File: src/rtl/core/yuv420_block_to_bgr_core_macros.svh
// ----------------------------------------------------------------------------
// yuv420_block_to_bgr_core_macros
// Assertion helpers shared by the color conversion core.
// ----------------------------------------------------------------------------
`ifndef YUV420_BLOCK_TO_BGR_CORE_MACROS_SVH
`define YUV420_BLOCK_TO_BGR_CORE_MACROS_SVH

// Check that a condition implies another in the same cycle.
`define Y2B_ASSERT_SAME(label, clk, rst, cond, expr) \
   label: assert property (@(posedge clk) disable iff (rst) (cond) |-> (expr)) \
      else $error("y2b same-cycle check failed");

// Check that a condition implies another in the next cycle.
`define Y2B_ASSERT_NEXT(label, clk, rst, cond, expr) \
   label: assert property (@(posedge clk) disable iff (rst) (cond) |=> (expr)) \
      else $error("y2b next-cycle check failed");

`endif

File: src/rtl/core/y2b_pkg.sv
// ----------------------------------------------------------------------------
// y2b_pkg
// Types and fixed-point coefficients for the 4:2:0 block to BGR converter.
// ----------------------------------------------------------------------------
package y2b_pkg;

   // Signed channel sums span roughly -17M .. +35M: 27 bits cover them
   localparam int SumWidth = 27;

   typedef logic signed [SumWidth-1:0] sum_type;
   typedef logic signed [8:0]          chroma_type;

   // Chroma offsets shared by the four pixels of a block
   typedef struct packed {
      sum_type blue;
      sum_type green;
      sum_type red;
   } offset_type;

   // One converted pixel
   typedef struct packed {
      logic [7:0] blue;
      logic [7:0] green;
      logic [7:0] red;
   } pixel_type;

   // BT.601 studio-range coefficients, 16 fraction bits
   localparam sum_type LumaGain = 27'sd76310;
   localparam sum_type RedV     = 27'sd104635;
   localparam sum_type GreenU   = -27'sd25690;
   localparam sum_type GreenV   = -27'sd53294;
   localparam sum_type BlueU    = 27'sd132278;

   localparam chroma_type ChromaMid  = 9'sd128;
   localparam logic [7:0] LumaFloor  = 8'd16;
   localparam sum_type    SatHigh    = 27'sh0ffffff;
   localparam sum_type    SatLow     = 27'sh000ffff;

endpackage

File: src/rtl/core/yuv420_block_to_bgr_core.sv
// ----------------------------------------------------------------------------
// yuv420_block_to_bgr_core
// Converts a 2x2 block of planar 4:2:0 video to four BGR pixels (BT.601).
// ----------------------------------------------------------------------------
// The core takes one 2x2 block per clock and returns its four pixels, once
// through both register stages, on rsp_valid for exactly one cycle.
// It is fully pipelined: the coefficient multiplies sit in the first stage
// (one chroma unit and four luma lanes), the add and saturate in the second,
// and the merged result register drives the response ports. busy stays low,
// so a request is taken in every cycle that start is high. The receiver
// cannot stall, and none is needed: every request yields exactly one
// response at a fixed latency. There is no configuration and no state
// beyond the pipeline.
// ----------------------------------------------------------------------------
`include "yuv420_block_to_bgr_core_macros.svh"

module yuv420_block_to_bgr_core import y2b_pkg::*; (
   input  logic       clock,
   input  logic       reset,
   input  logic       start,
   output logic       busy,
   input  logic [7:0] req_luma_top_left,
   input  logic [7:0] req_luma_top_right,
   input  logic [7:0] req_luma_bottom_left,
   input  logic [7:0] req_luma_bottom_right,
   input  logic [7:0] req_chroma_u,
   input  logic [7:0] req_chroma_v,
   output logic       rsp_valid,
   output logic [7:0] rsp_top_left_blue,
   output logic [7:0] rsp_top_left_green,
   output logic [7:0] rsp_top_left_red,
   output logic [7:0] rsp_top_right_blue,
   output logic [7:0] rsp_top_right_green,
   output logic [7:0] rsp_top_right_red,
   output logic [7:0] rsp_bottom_left_blue,
   output logic [7:0] rsp_bottom_left_green,
   output logic [7:0] rsp_bottom_left_red,
   output logic [7:0] rsp_bottom_right_blue,
   output logic [7:0] rsp_bottom_right_green,
   output logic [7:0] rsp_bottom_right_red
);

   localparam int Lanes = 4;

   logic       accept;
   logic       stage_valid_in;
   logic       stage_valid_ff;
   logic       rsp_valid_in;
   logic       rsp_valid_ff;
   logic [7:0] lane_luma [Lanes];
   offset_type offset;
   pixel_type  lane_pixel [Lanes];
   pixel_type  merge_ff [Lanes];

   // The pipeline never stalls
   assign busy   = 1'b0;
   assign accept = start && !busy;

   assign lane_luma[0] = req_luma_top_left;
   assign lane_luma[1] = req_luma_top_right;
   assign lane_luma[2] = req_luma_bottom_left;
   assign lane_luma[3] = req_luma_bottom_right;

   // Shared chroma offsets
   y2b_chroma u_chroma (
      .clock    (clock),
      .chroma_u (req_chroma_u),
      .chroma_v (req_chroma_v),
      .offset   (offset)
   );

   // One lane per pixel of the block
   for (genvar g = 0; g < Lanes; g++) begin : g_lane
      y2b_lane u_lane (
         .clock  (clock),
         .luma   (lane_luma[g]),
         .offset (offset),
         .pixel  (lane_pixel[g])
      );
   end

   // Advance the request valid alongside the data
   assign stage_valid_in = accept;
   assign rsp_valid_in   = stage_valid_ff;

   always_ff @(posedge clock) begin
      if (reset) begin
         stage_valid_ff <= 1'b0;
         rsp_valid_ff   <= 1'b0;
      end else begin
         stage_valid_ff <= stage_valid_in;
         rsp_valid_ff   <= rsp_valid_in;
      end
   end

   // Merge the lane pixels into the response register
   always_ff @(posedge clock) begin
      for (int i = 0; i < Lanes; i++) begin
         merge_ff[i] <= lane_pixel[i];
      end
   end

   assign rsp_valid              = rsp_valid_ff;
   assign rsp_top_left_blue      = merge_ff[0].blue;
   assign rsp_top_left_green     = merge_ff[0].green;
   assign rsp_top_left_red       = merge_ff[0].red;
   assign rsp_top_right_blue     = merge_ff[1].blue;
   assign rsp_top_right_green    = merge_ff[1].green;
   assign rsp_top_right_red      = merge_ff[1].red;
   assign rsp_bottom_left_blue   = merge_ff[2].blue;
   assign rsp_bottom_left_green  = merge_ff[2].green;
   assign rsp_bottom_left_red    = merge_ff[2].red;
   assign rsp_bottom_right_blue  = merge_ff[3].blue;
   assign rsp_bottom_right_green = merge_ff[3].green;
   assign rsp_bottom_right_red   = merge_ff[3].red;

   // Every accepted request reaches the lane stage, then the response
   `Y2B_ASSERT_NEXT(a_accept_to_stage, clock, reset, accept, stage_valid_ff)
   `Y2B_ASSERT_NEXT(a_stage_to_rsp, clock, reset, stage_valid_ff, rsp_valid_ff)
   // No response appears unless the lane stage held a valid request before it
   `Y2B_ASSERT_SAME(a_rsp_has_source, clock, reset, rsp_valid_ff, $past(stage_valid_ff))

endmodule

File: src/rtl/core/y2b_chroma.sv
// ----------------------------------------------------------------------------
// y2b_chroma
// Forms the blue, green and red chroma offsets shared by a block's pixels.
// ----------------------------------------------------------------------------
module y2b_chroma import y2b_pkg::*; (
   input  logic       clock,
   input  logic [7:0] chroma_u,
   input  logic [7:0] chroma_v,
   output offset_type offset
);

   chroma_type u_s;
   chroma_type v_s;
   offset_type offset_in;
   offset_type offset_ff;

   // Remove the chroma midpoint
   assign u_s = $signed({1'b0, chroma_u}) - ChromaMid;
   assign v_s = $signed({1'b0, chroma_v}) - ChromaMid;

   // Scale by the fixed-point coefficients
   always_comb begin
      offset_in.blue  = BlueU * sum_type'(u_s);
      offset_in.green = (GreenU * sum_type'(u_s)) + (GreenV * sum_type'(v_s));
      offset_in.red   = RedV * sum_type'(v_s);
   end

   // Hold the offsets for the lanes
   always_ff @(posedge clock) begin
      offset_ff <= offset_in;
   end

   assign offset = offset_ff;

endmodule

File: src/rtl/core/y2b_lane.sv
// ----------------------------------------------------------------------------
// y2b_lane
// Converts one luma sample plus the shared chroma offsets to a BGR pixel.
// ----------------------------------------------------------------------------
module y2b_lane import y2b_pkg::*; (
   input  logic       clock,
   input  logic [7:0] luma,
   input  offset_type offset,
   output pixel_type  pixel
);

   logic [7:0] luma_floor;
   sum_type    base_in;
   sum_type    base_ff;

   // Saturate a channel sum and take its integer byte
   function automatic logic [7:0] clamp_channel(input sum_type s);
      logic [7:0] result;
      if (s > SatHigh) begin
         result = 8'hff;
      end else if (s <= SatLow) begin
         result = 8'h00;
      end else begin
         result = s[23:16];
      end
      return result;
   endfunction

   // Floor luma minus the black level at zero
   assign luma_floor = (luma < LumaFloor) ? 8'd0 : (luma - LumaFloor);
   assign base_in    = LumaGain * sum_type'({1'b0, luma_floor});

   // Hold the luma term alongside the chroma offsets
   always_ff @(posedge clock) begin
      base_ff <= base_in;
   end

   // Add and saturate each channel
   always_comb begin
      pixel.blue  = clamp_channel(base_ff + offset.blue);
      pixel.green = clamp_channel(base_ff + offset.green);
      pixel.red   = clamp_channel(base_ff + offset.red);
   end

endmodule

File: config.mk
export PLATFORM = sky130hd
export DESIGN_NAME = yuv420_block_to_bgr_core
export DESIGN_NICKNAME = d
export VERILOG_FILES = /design/src/rtl/core/y2b_pkg.sv /design/src/rtl/core/yuv420_block_to_bgr_core.sv /design/src/rtl/core/y2b_chroma.sv /design/src/rtl/core/y2b_lane.sv
export VERILOG_INCLUDE_DIRS = /design/src /design/src/rtl/core
export SDC_FILE = /design/constraint.sdc
export NUM_CORES = 2
export LEC_CHECK = 0
export ABC_AREA = 1
export BUFFER_PORTS_ARGS = -buffer_cell sky130_fd_sc_hd__buf_4
export CAP_MARGIN = 15
export CORE_MARGIN = 2
export CORE_UTILIZATION = 65
export DETAILED_ROUTE_END_ITERATION = 12
export PLACE_DENSITY = 0.89
export SLEW_MARGIN = 20
export SYNTH_ARGS = -nofsm -noshare
export SYNTH_HDL_FRONTEND = slang
export SYNTH_SLANG_ARGS = --single-unit
File: constraint.sdc
create_clock -name clock -period 14.3 [get_ports clock]
set_input_delay 0 -clock clock [delete_from_list [all_inputs] [get_ports clock]]
set_output_delay 0 -clock clock [all_outputs]
set_load 0.01 [all_outputs]
==> results.ini <==
[run_status]
status = finished clean

[synthesis]
ys_types = 54
ys_warn_count = 0
synth-seq-cells = 272
syn_inst = 6373
syn_area_um2 = 43000
synth_edf_count = 0
synth_top_area_share_pct = 25.4
synth_seq_area_share_pct = 12.7
syn_avg_cell_area_um2 = 6.75
synth.area.top_cells = ha_1 (25%), nand2_1 (15%), dfxtp_1 (13%)
synth.most_common_cell = nand2_1
async_reset_ff_share_pct = 0
synthFlopType = dfxtp_1
synth_area_leader_cell = ha_1
synthTopCellsByCount = nand2_1 (1,699), inv_1 (1,083), ha_1 (874)
synth_nets = 7496

[layout]
area_delta_synth_final_pct = 8.28
nNetsFinal = 7692
layout-drive-gt1-share_pct = 3.96
fin_util_pct = 71.0
fillers = 5517

[timing]
fmaxAchievable_ghz = 0.161
min_period_over_period_pct = 43.3
rsz0062_at_grt = false
setup_violations = 0
slew_viol_final = 0
finClkSkew_ns = 0.0322
relSlewSlack_pct = 19.0
min_period_ns = 6.19
hold_viol_final = 0
worstMarginPinSlew_ns = 1.21
totalNegativeSetupSlack_ns = 0

[clock_tree]
cts_buffers = 35
clk_pin_slew_ns = 0.06
cts_max_path_buffers = 3
cts_tree = built
cts_max_level = 2
cts_hold_buf = 13
clock_sink_count = 272
cts-root-buf = clkbuf_16
ctsResizeCount = 0
postCtsSetupBuffers = 0
insertion_delay_ns = 0.58

[floorplan]
die_h_um = 261
coreArea_um2 = 65600
start_util_pct = 65.6
io_pins = 149
dieArea_um2 = 68300
row_count = 94
die_w_um = 261

[setup_path]
critPathRequiredTime_ns = 14.75
critPathSlowestCell = fa_1
crit_path_max_incr_delay_ns = 0.75
crit_type = input port to register
path_max_fanout = 10
timing.critical_path.mode_cell = nand2_1
arrival_ns = 6.64
worst_setup_path_end_kind = register
start_kind = input port

[flow_run]
cap_violations = 0

[route]
drtPass1Iterations = 7
wl_per_cell_um = 19.8
viasPerCell = 5.85
drc = 0
drtIter0Drc = 3654
ant_nets = 0
vias = 43700
wl_um = 148000

[global_route]
antenna_found_initial = 14
grt_max_degree = 15
grt-ovfl-total = 0
first_global_vias = 41400
grt_pass1_wl_um = 224000
grt_use_total_pct = 42.5

[min_path]
hold_class = input port to register

[placement]
dpl.hpwl_um = 120000
port_buffers = 147
gp_congestion = 1.06

## flip-flops by register name, indices dropped and copies added, names as in the netlist
signal                 cells
rsp_valid                  1
g_lane.u_lane.base_ff     96
u_chroma.offset           78
rsp_valid_in               1
merge_ff                  96
## final cells by class
class                      instances  area, um^2  share of cell area (%)
antenna                            9        22.5                  0.0483
inverter                        1091        4100                    8.79
clock buffer                      48         996                    2.14
multi-input combinational       5007       33500                    71.8
sequential                       272        5450                    11.7
timing repair buffer             162        1250                    2.68
tap                              864        1080                    2.32
clock inverter                    15         235                   0.505
## critical path, delay by kind of cell
family                     cells  cell delay (ns)
adders and majority gates      7             3.32
AOI/OAI and AO/OA              7             1.21
and+or+nand+nor                8             1.06
buffers and inverters          4             0.84
xor gates and xnor gates       1             0.20
## per-stage QoR
step           worst slack [ns]  hold slack [ns]  instance area [um^2]  instances
4_1_cts                    8.23           0.0533                 46600       7459
5_1_grt                    7.76            0.139                 46600       7461
3_3_place_gp               8.33            0.167                 45200       7383
3_5_place_dp               8.20            0.168                 45200       7383
6_report                   8.11           0.0821                 46600       7468
2_1_floorplan              9.11           0.0277                 43000       6373
## metal layers
metal	part of all wire [%]	GRT usage (%)
met5	0.15	0
met4	6.7	26.1
met3	11	12.6
met2	42	65.5
met1	40	52.3
## kinds of logic after synthesis
family | Yosys count | synth area share (%)
compound gates | 891 | 11.5
flops | 272 | 12.7
fa+ha+maj | 1072 | 34.6
xor+xnor | 205 | 4.27
buf+inv | 1094 | 9.56
other cells | 1 | 0.00871
simple gates | 2838 | 27.4
## final timing paths
check                                              from                     endpoint  slack, ns  cells after the start
worst max-delay path                    req_chroma_u[0]          u_chroma.offset[53]       8.11                     27
worst min-delay path            req_luma_bottom_left[1]  g_lane[2].u_lane.base_ff[2]       0.08                      4
worst max register to register      u_chroma.offset[47]              merge_ff[3][11]      10.81                     11
worst min register to register             rsp_valid_in                    rsp_valid       0.44                      2
## layout by cell type (no fill, tap or decap), types with 6 or more instances in the layout
master	netlist	routed
and2_1	12	12
nand2_2	14	14
inv_1	1083	1083
nor2_1	496	496
nor4_1	8	8
fa_1	198	198
clkbuf_16	0	36
xor2_1	142	142
o21a_1	20	20
nand4_1	116	116
nor3_1	77	77
a21oi_1	461	461
dlygate4sd3_1	0	13
a21boi_0	10	10
nand2_1	1699	1699
o31ai_1	6	6
o2111ai_1	6	6
a21o_1	34	34
nand3b_1	21	21
a31oi_1	18	18
inv_2	7	7
o21bai_1	58	58
o21ai_0	215	215
xnor2_1	59	59
ha_1	874	874
or2_2	8	8
o21ai_1	24	24
diode_2	0	9
o211ai_1	13	13
clkbuf_1	1	7
a211oi_1	6	6
nand3_1	365	365
buf_4	2	149
dfxtp_1	272	272
Power is not shown: default switching activity piles up to over one toggle a cycle in this logic, so the estimate is an artifact.
